### src/rtl/core/sbcw_pkg.sv
// Shared codes and widths for the scaled byte column writer.
package sbcw_pkg;

	// Field widths fixed by the interface
	localparam int COL_W  = 7;
	localparam int PAGE_W = 3;
	localparam int BYTE_W = 8;
	localparam int SCL_W  = 3;

	// Command codes
	localparam logic CMD_SET  = 1'b0;
	localparam logic CMD_DRAW = 1'b1;

	// Configuration register indexes
	localparam logic CFG_INVERT = 1'b0;
	localparam logic CFG_SCALE  = 1'b1;

	// Sequencer states
	localparam logic [1:0] ST_IDLE  = 2'd0;
	localparam logic [1:0] ST_BUILD = 2'd1;
	localparam logic [1:0] ST_EMIT  = 2'd2;

endpackage

### src/rtl/core/scaled_byte_column_writer.sv
// Scaled byte column writer: cursor, vertical stretch sequencer and write stream.
//
//  channel | signals                                         | role
//  --------+-------------------------------------------------+---------------------------
//  cmd     | cmd_valid cmd_ready command new_column          | set cursor / draw column
//          | new_page pixel_column                           |
//  wr      | wr_valid wr_ready write_column write_page       | display writes, last marks
//          | write_data last                                 | end of one command
//  cfg     | cfg_valid cfg_ready cfg_index cfg_data          | invert, scale registers
//
// A set request completes in its acceptance cycle; cmd_ready stays high.
// A draw request holds cmd_ready low after acceptance: for each page row the single
// bit stretcher builds the byte one bit per cycle, then one write per cycle leaves
// through the output register, one per column of the stretched width, while wr_ready is high.
// A stall on wr holds the current write; cmd_ready is low until the last write is taken.
// Reset clears cursor to 0,0, invert to 0 and scale to 1. cfg_ready is always high.
module scaled_byte_column_writer
	import sbcw_pkg::*;
#(
	parameter int DISPLAY_WIDTH = 84,
	parameter int DISPLAY_PAGES = 6,
	parameter int MAX_SCALE     = 6
) (
	input  logic              clk,
	input  logic              arst_n,
	// command channel
	input  logic              cmd_valid,
	output logic              cmd_ready,
	input  logic              command,
	input  logic [7:0]        new_column,
	input  logic [3:0]        new_page,
	input  logic [BYTE_W-1:0] pixel_column,
	// write channel
	output logic              wr_valid,
	input  logic              wr_ready,
	output logic [COL_W-1:0]  write_column,
	output logic [PAGE_W-1:0] write_page,
	output logic [BYTE_W-1:0] write_data,
	output logic              last,
	// configuration channel
	input  logic              cfg_valid,
	output logic              cfg_ready,
	input  logic              cfg_index,
	input  logic [SCL_W-1:0]  cfg_data
);

	localparam int CNT_W = (MAX_SCALE < 2) ? 1 : $clog2(MAX_SCALE + 1);

	logic [1:0]        state_q;
	logic              invert_q;
	logic [SCL_W-1:0]  scale_q;
	logic [COL_W-1:0]  cur_col_q;
	logic [PAGE_W-1:0] cur_page_q;

	logic [COL_W-1:0]  base_col_q;
	logic [COL_W-1:0]  wcol_q;
	logic [PAGE_W-1:0] wpage_q;
	logic [BYTE_W-1:0] pix_q;
	logic [BYTE_W-1:0] byte_q;
	logic [CNT_W-1:0]  rows_q;
	logic [CNT_W-1:0]  cols_q;
	logic [CNT_W-1:0]  row_q;
	logic [CNT_W-1:0]  colc_q;
	logic [2:0]        bit_q;
	logic [3:0]        src_q;
	logic [SCL_W-1:0]  rem_q;

	logic [SCL_W-1:0]  eff;
	logic [7:0]        eff8;
	logic [7:0]        col_room;
	logic [7:0]        page_room;
	logic [7:0]        cols_min;
	logic [7:0]        rows_min;
	logic [7:0]        next_sum;
	logic [7:0]        set_col_a;
	logic [7:0]        set_col;
	logic [3:0]        set_page_a;
	logic [3:0]        set_page;
	logic              bit_val;
	logic              rem_wrap;
	logic              last_col;
	logic              last_row;
	logic              cmd_acc;
	logic              wr_acc;

	assign cmd_acc = cmd_valid && cmd_ready;
	assign wr_acc  = wr_valid && wr_ready;

	// scale of 0 acts as 1, above the limit acts as the limit
	always_comb begin
		if (scale_q == '0) begin
			eff = SCL_W'(1);
		end else if ({1'b0, scale_q} > 4'(MAX_SCALE)) begin
			eff = SCL_W'(MAX_SCALE);
		end else begin
			eff = scale_q;
		end
	end

	assign eff8      = {5'd0, eff};
	assign col_room  = 8'(DISPLAY_WIDTH) - {1'b0, cur_col_q};
	assign page_room = 8'(DISPLAY_PAGES) - {5'd0, cur_page_q};
	assign cols_min  = (col_room < eff8) ? col_room : eff8;
	assign rows_min  = (page_room < eff8) ? page_room : eff8;
	assign next_sum  = {1'b0, cur_col_q} + eff8;

	// cursor set: one reduction, then saturate
	assign set_col_a  = (new_column >= 8'(DISPLAY_WIDTH)) ?
		new_column - 8'(DISPLAY_WIDTH) : new_column;
	assign set_col    = (set_col_a >= 8'(DISPLAY_WIDTH)) ? 8'(DISPLAY_WIDTH - 1) : set_col_a;
	assign set_page_a = (new_page >= 4'(DISPLAY_PAGES)) ?
		new_page - 4'(DISPLAY_PAGES) : new_page;
	assign set_page   = (set_page_a >= 4'(DISPLAY_PAGES)) ? 4'(DISPLAY_PAGES - 1) : set_page_a;

	// stretcher: source bit index advances every eff output bits
	assign bit_val  = (src_q < 4'd8) && pix_q[src_q[2:0]];
	assign rem_wrap = (SCL_W'(rem_q + SCL_W'(1)) == eff);

	assign last_col = (colc_q == CNT_W'(cols_q - 1'b1));
	assign last_row = (row_q == CNT_W'(rows_q - 1'b1));

	assign cmd_ready    = (state_q == ST_IDLE);
	assign cfg_ready    = 1'b1;
	assign wr_valid     = (state_q == ST_EMIT);
	assign write_column = wcol_q;
	assign write_page   = wpage_q;
	assign write_data   = byte_q ^ {BYTE_W{invert_q}};
	assign last         = last_col && last_row;

	// control state
	always_ff @(posedge clk or negedge arst_n) begin
		if (!arst_n) begin
			state_q    <= ST_IDLE;
			invert_q   <= 1'b0;
			scale_q    <= SCL_W'(1);
			cur_col_q  <= '0;
			cur_page_q <= '0;
			row_q      <= '0;
			colc_q     <= '0;
			bit_q      <= '0;
		end else begin
			if (cfg_valid && cfg_ready) begin
				case (cfg_index)
					CFG_INVERT: invert_q <= cfg_data[0];
					CFG_SCALE:  scale_q  <= cfg_data;
					default:    ;
				endcase
			end
			case (state_q)
				ST_IDLE: begin
					if (cmd_acc) begin
						if (command == CMD_SET) begin
							cur_col_q  <= set_col[COL_W-1:0];
							cur_page_q <= set_page[PAGE_W-1:0];
						end else begin
							cur_col_q <= (next_sum >= 8'(DISPLAY_WIDTH)) ?
								'0 : next_sum[COL_W-1:0];
							row_q     <= '0;
							colc_q    <= '0;
							bit_q     <= '0;
							state_q   <= ST_BUILD;
						end
					end
				end
				ST_BUILD: begin
					bit_q <= 3'(bit_q + 3'd1);
					if (bit_q == 3'd7) begin
						state_q <= ST_EMIT;
					end
				end
				ST_EMIT: begin
					if (wr_acc) begin
						if (!last_col) begin
							colc_q <= CNT_W'(colc_q + 1'b1);
						end else if (!last_row) begin
							colc_q  <= '0;
							row_q   <= CNT_W'(row_q + 1'b1);
							state_q <= ST_BUILD;
						end else begin
							state_q <= ST_IDLE;
						end
					end
				end
				default: state_q <= ST_IDLE;
			endcase
		end
	end

	// datapath
	always_ff @(posedge clk) begin
		case (state_q)
			ST_IDLE: begin
				if (cmd_acc && command == CMD_DRAW) begin
					pix_q      <= pixel_column;
					base_col_q <= cur_col_q;
					wcol_q     <= cur_col_q;
					wpage_q    <= cur_page_q;
					rows_q     <= rows_min[CNT_W-1:0];
					cols_q     <= cols_min[CNT_W-1:0];
					src_q      <= '0;
					rem_q      <= '0;
				end
			end
			ST_BUILD: begin
				byte_q <= {bit_val, byte_q[BYTE_W-1:1]};
				if (rem_wrap) begin
					rem_q <= '0;
					if (src_q < 4'd8) begin
						src_q <= 4'(src_q + 4'd1);
					end
				end else begin
					rem_q <= SCL_W'(rem_q + SCL_W'(1));
				end
			end
			ST_EMIT: begin
				if (wr_acc) begin
					if (!last_col) begin
						wcol_q <= COL_W'(wcol_q + 1'b1);
					end else begin
						wcol_q  <= base_col_q;
						wpage_q <= PAGE_W'(wpage_q + 1'b1);
					end
				end
			end
			default: ;
		endcase
	end

	a_no_cmd_while_writing: assert property (@(posedge clk) disable iff (!arst_n)
		!(cmd_ready && wr_valid))
		else $error("command accepted while writes pending");

	a_col_in_range: assert property (@(posedge clk) disable iff (!arst_n)
		wr_valid |-> ({1'b0, write_column} < 8'(DISPLAY_WIDTH)))
		else $error("write column beyond right edge");

	a_page_in_range: assert property (@(posedge clk) disable iff (!arst_n)
		wr_valid |-> ({5'd0, write_page} < 8'(DISPLAY_PAGES)))
		else $error("write page beyond bottom");

	a_last_frees: assert property (@(posedge clk) disable iff (!arst_n)
		(wr_acc && last) |=> cmd_ready)
		else $error("not ready after final write");

	a_cursor_in_range: assert property (@(posedge clk) disable iff (!arst_n)
		({1'b0, cur_col_q} < 8'(DISPLAY_WIDTH)) && ({5'd0, cur_page_q} < 8'(DISPLAY_PAGES)))
		else $error("cursor out of range");

endmodule
### config.mk
export PLATFORM = sky130hd
export DESIGN_NAME = scaled_byte_column_writer
export DESIGN_NICKNAME = d
export VERILOG_FILES = /design/src/rtl/core/sbcw_pkg.sv /design/src/rtl/core/scaled_byte_column_writer.sv
export SDC_FILE = /design/constraint.sdc
export NUM_CORES = 1
export LEC_CHECK = 0
export ABC_AREA = 1
export CORE_ASPECT_RATIO = 1.25
export CORE_MARGIN = 2
export CORE_UTILIZATION = 60
export CTS_BUF_LIST = sky130_fd_sc_hd__clkbuf_4 sky130_fd_sc_hd__clkbuf_8
export CTS_CLUSTER_DIAMETER = 60
export DETAILED_ROUTE_END_ITERATION = 6
export DONT_BUFFER_PORTS = 1
export PLACE_DENSITY = 0.89
export SYNTH_ARGS = -nofsm -noshare
export SYNTH_HDL_FRONTEND = slang
export SYNTH_SLANG_ARGS = --single-unit
### constraint.sdc
create_clock -name clk -period 2.3 [get_ports clk]
set_input_delay 0.46 -clock clk [delete_from_list [all_inputs] [get_ports clk]]
set_output_delay 0.46 -clock clk [all_outputs]
set_load 0.02 [all_outputs]
# Word-level counts from Yosys, hierarchy flattened
# Cells that the tools add are included.
dict set report word_totals {
  reg_bits 71
  latch_bits 0
  mem_bits_rw 0
  romBits 0
  in_bits 30
  out_inout_bits 22
  elab_cells 127
  n_memories 0
}
dict set report classes {
  n_addsub 14
  n_mul 0
  div 0
  n_lt_le_gt_ge 10
  n_eq_ne 16
  shifts 0
  n_mux 45
  bitwise 3
  reduce_logical 22
}
# cell n
set ops {}
lappend ops {{two-way mux 3 bit} 18}
lappend ops {{two-way mux 7 bit} 6}
lappend ops {{one-hot mux 3 bit (2 select lines)} 5}
lappend ops {{greater-or-equal comparator 8 x 7 -> 1 bit (second input constant)} 3}
lappend ops {{< comparator 8 x 3 -> 1 bit} 2}
lappend ops {{two-way mux 4 bit} 4}
lappend ops {{adder 3 x 1 -> 3 bit (second input constant)} 5}
lappend ops {{one-hot mux 7 bit (2 select lines)} 1}
lappend ops {{two-way mux 2 bit} 5}
lappend ops {{!= test 2 x 1 -> 1 bit (second input constant)} 5}
lappend ops {{AND reduction 2 bit} 5}
lappend ops {{AND reduction 5 bit} 2}
lappend ops {{equality test 3 bit} 3}
lappend ops {{AND reduction 3 bit} 3}
lappend ops {{adder 7 x 3 -> 8 bit} 1}
lappend ops {{greater-or-equal comparator 4 x 3 -> 1 bit (second input constant)} 2}
lappend ops {{two-way mux 8 bit} 1}
lappend ops {{!= test 2 bit (second input constant)} 4}
lappend ops {{one-hot mux 4 bit (2 select lines)} 1}
lappend ops {{AND reduction 4 bit} 2}
lappend ops {{subtractor 7 x 7 -> 8 bit (first input constant)} 1}
lappend ops {{subtractor 8 x 7 -> 8 bit (second input constant)} 1}
lappend ops {{XOR 8 bit} 1}
lappend ops {{adder 7 x 1 -> 7 bit (second input constant)} 1}
lappend ops {{other kinds (20)} 28}

# Logic depth before layout (Yosys ltp)
dict set report logic_depth {
  depth_word 7
  ltp_mapped 17
  ltp_nobuf 17
}

# Least setup slack after synthesis
# Ideal clock, no wire load.
dict set report synth_timing {
  path_kind {register to register}
  startpoint {reg scale_q[1]}
  endpoint {reg cur_col_q[0]}
  setup_time_ns 0.124
  t_arrival_ns 2.242
  required_ns 2.176
  slack_ns -0.066
  stages_incl_launch_ff 17
  n_path_buf 0
  period_less_slack_ns 2.366
  path_cell_list {dfrtp_1 -> inv_1 -> o21ai_1 -> o21ai_2 -> ha_1 -> fa_1 -> nand3_1 -> nand2_1 -> nand2_1 -> nand2_1 -> inv_1 -> nand2_1 -> nand2_1 -> nand2_1 -> and2_1 -> nand3b_1 -> nand3_1}
}
dict set report synth_via {
  elab_chain_len 7
  elab_cells_between_ends 8
  classes_between {add/sub (1); order compare (2); mux (4); reduce/logical (1)}
}
# element line_no
set synth_lines {}
lappend synth_lines {{start: declaration} scaled_byte_column_writer.sv:51} ;# logic [SCL_W-1:0] scale_q;
lappend synth_lines {{start signal: assignment} scaled_byte_column_writer.sv:145} ;# CFG_SCALE: scale_q <= cfg_data;
lappend synth_lines {{greater-than comparator 3 bit} scaled_byte_column_writer.sv:93} ;# end else if ({1'b0, scale_q} > 4'(MAX_SCALE)) begin
lappend synth_lines {{two-way mux 3 bit} scaled_byte_column_writer.sv:93}
lappend synth_lines {{two-way mux 3 bit (*)} scaled_byte_column_writer.sv:91} ;# if (scale_q == '0) begin
lappend synth_lines {{adder 7 x 3 -> 8 bit (*)} scaled_byte_column_writer.sv:105} ;# assign next_sum = {1'b0, cur_col_q} + eff8;
lappend synth_lines {{greater-or-equal comparator 8 x 7 -> 1 bit} scaled_byte_column_writer.sv:156} ;# cur_col_q <= (next_sum >= 8'(DISPLAY_WIDTH)) ?
lappend synth_lines {{two-way mux 7 bit (*)} scaled_byte_column_writer.sv:156}
lappend synth_lines {{two-way mux 7 bit (*)} scaled_byte_column_writer.sv:152} ;# if (command == CMD_SET) begin
lappend synth_lines {{end signal: assignment} scaled_byte_column_writer.sv:153} ;# cur_col_q <= set_col[COL_W-1:0];
lappend synth_lines {{end signal: assignment} scaled_byte_column_writer.sv:156}
lappend synth_lines {{end: declaration} scaled_byte_column_writer.sv:52} ;# logic [COL_W-1:0] cur_col_q;
# Every way passes the cells marked *; elsewhere a longest branch is shown, timed or not.
# A chain may end at the register's enable or synchronous reset.

# Worst setup path after layout
dict set report layout_timing {
  startpoint {reg cur_col_q[0]}
  endpoint {reg cols_q[2], data pin}
}
dict set report layout_via {
  elab_chain_len 3
}
# element line_no
set layout_lines {}
lappend layout_lines {{subtractor 7 x 7 -> 8 bit (*)} scaled_byte_column_writer.sv:101} ;# assign col_room = 8'(DISPLAY_WIDTH) - {1'b0, cur_col_q};
lappend layout_lines {{< comparator 8 x 3 -> 1 bit} scaled_byte_column_writer.sv:103} ;# assign cols_min = (col_room < eff8) ? col_room : eff8;
lappend layout_lines {{two-way mux 3 bit (*)} scaled_byte_column_writer.sv:103}
lappend layout_lines {{via cols_min[2]} scaled_byte_column_writer.sv:72} ;# logic [7:0] cols_min;
lappend layout_lines {{end signal: assignment} scaled_byte_column_writer.sv:199} ;# cols_q <= cols_min[CNT_W-1:0];
lappend layout_lines {{end: declaration} scaled_byte_column_writer.sv:61} ;# logic [CNT_W-1:0] cols_q;
# Mark *: on every way through the listed nets, which the timed path passes. The rest lies on a longest branch.

==> reports/metrics.cfg <==
[clock_network]
insertion_delay_ns = 0.35
clockBufferDepth = 2
path_clk_slew_ns = 0.08
cts-root-buf = clkbuf_8
numClockSinks = 71
h-tree-depth = 3
tritoncts = yes
cts_buffers = 9

[logic_synthesis]
synth_seq_cells = 71
yosysWarnings = 0
synthTopCellsByArea = edfxtp_1 34%, dfrtp_1 15%, nand2_1 7.9%
ys_types = 43
synth_top_cell_by_area = edfxtp_1
synth_top_cell_area_share_pct = 33.6
synthFlopType = edfxtp_1
ys_seq_area_share_pct = 48.9
async_reset_ff_share_pct = 35.2
synth-edff-count = 46
avgSynthCellArea_um2 = 9.24
synth_nets = 498
syn_area_mm2 = 0.00411
syn_inst = 445

[hold_path]
hold_depth = 1
min_path_type = primary input to flop

[critical_path]
cp-endpoint = cols_q[2]
rr_worst_depth = 11
worstPathRequired_ns = 2.40
timing.rr.end = cols_q[2]
slowest_stage = dfrtp_1
worstPathArrival_ns = 2.43
critPathBufInv = 1
ff2ff_setup_slack_ns = -0.04
endpoint_kind = flop
r2r-start = cur_col_q[0]
cpPeakStageDelay_ns = 0.44
crit_cells = 11
critical-path-top-delay-family = simple AND/OR/NAND/NOR gates
crit_chain = inv_2, ha_1, or2_2, nand2_1, ha_1, nor2_1, nand2_1, a31oi_2, o2111ai_4, nor2_1, a21oi_1
critPathKind = flop to flop
cp-start-kind = flop
crit_start = cur_col_q[0]
critPathMaxFanout = 6

[status]
status = complete, but fails checks
violations = setup timing

[floorplanning]
rows = 33
die_area_mm2 = 0.00753
start_util_pct = 62.2
die_x_um = 78.0
io_pins = 52
die_y_um = 96.5
core_mm2 = 0.00661

[global_routing]
grtUsageTotal_pct = 23.4
grt_max_degree = 26
grt_pass1_wl_um = 13700
grt_pass1_vias = 3223
antenna_found_initial = 0
grt_overflow = 0

[place]
place.gp.congestion = 0.830
placement.io_buffers = 0
dp_hpwl_um = 6160
pre_cts_slack_ns = -0.0136

[sta]
setup_ws_ns = -0.0354
period_share_pct = 102
hold_viol_final = 0
finalClockSkew_ns = 0.0105
fmax_ghz = 0.428
slew_viol_final = 0
finalCriticalPeriod_ns = 2.34
rsz0062_at_grt = yes
setup_viol = 1

[power]
irDropWorstVdd_mv = 0.842
totalPowerFinal_mw = 6.06
p_leak_nw = 2.00
power_density_mw_per_mm2 = 1330

[cells_and_area]
final_util_pct = 68.8
mostFrequentLayoutCells = 84 x nand2_1, 49 x inv_1, 46 x edfxtp_1
num-fill-cells = 489
antennaDiodeCount = 0
final_nets = 517
area_growth_pct = 10.5
final_common_cell = nand2_1
drive_gt1_share_pct = 15.4

[detailed_routing]
antenna_left = 0
drt-vias-per-instance = 5.66
drt-pass1-iter-count = 5
vias = 3148
drc = 0
routed_wl_um = 8390
drtIter0Drc = 257
post_drt_wl_per_cell_um = 15.1

[run]
drv_cap = 0

[cell usage after synthesis, drive strengths merged (2+ instances only)]
cell	number
nand2	94
inv	57
edfxtp	46
nor2	46
nand3	34
o21ai	26
dfrtp	24
ha	22
a21oi	20
xor2	18
xnor2	14
o221ai	7
clkbuf	4
o211ai	4
a22o	3
a31oi	3
buf	3
nand4	3
mux2i	2
o21a	2
o31ai	2
[state kept, by name, summed over array words and instances, names as in the netlist, 4 cells and up]
signal	count
pix_q	8
write_column	7
base_col_q	7
src_q	4
cur_col_q	7
byte_q	8
[cell families after synthesis]
| kind of cell | Yosys count | synth area share [%] |
|---|---|---|
| simple gates | 180 | 19.3 |
| compound gates | 72 | 11.3 |
| flops | 71 | 48.9 |
| buf+inv | 64 | 6.00 |
| xor+xnor | 32 | 6.82 |
| fa+ha+maj | 23 | 7.18 |
| mux | 2 | 0.487 |
| other cells | 1 | 0.0912 |
[routing by layer]
layer	track usage (%)	share of wire, %
met3	4.55	6.4
met5	0	0
met1	27.0	40
met2	41.7	52
met4	11.7	1.7
[how the worst min path moves through the flow]
stage                          startpoint       endpoint  slack, ns
after floorplan                    arst_n       bit_q[0]       0.16
after global placement             arst_n      colc_q[2]       0.17
after detailed placement           arst_n   cur_col_q[4]       0.17
after CTS                         command  cur_page_q[2]       0.18
after global routing      pixel_column[5]       pix_q[5]       0.19
final                             command  cur_page_q[2]       0.20
[what timing repair did]
action,CTS,global route
endpoints found under the hold margin,25,0
pin swaps,0,6
buffers inserted,0,2
gates resized for setup,4,11
setup endpoints to repair,5,10
hold buffers,2,0
[per-stage QoR]
step           std cells  hold WS, ns  TNS (ns)  area [um2]
4_1_cts              554        0.184         0        4480
5_1_grt              556        0.187    -0.349        4540
3_3_place_gp         536        0.165         0        4270
6_report             556        0.197   -0.0354        4540
2_1_floorplan        445        0.164         0        4110
3_5_place_dp         536        0.165   -0.0236        4270
[cell type report]
class | count | area (um2) | area share [%]
flip-flops and latches | 71 | 2010 | 44.2
multi-input cells | 310 | 1910 | 42.1
inverters | 57 | 214 | 4.71
repair buffers | 15 | 128 | 2.81
clock buffers | 9 | 124 | 2.73
well taps | 87 | 109 | 2.40
clock inverters | 7 | 47.5 | 1.05
[report_power, final]
| part | switching [mW] | internal [mW] | leakage, nW |
|---|---|---|---|
| clock | 0.481 | 0.390 | 0.0854 |
| combinational | 1.68 | 0.988 | 1.17 |
| sequential | 0.507 | 2.01 | 0.740 |
(Power assumes the default switching activity.)
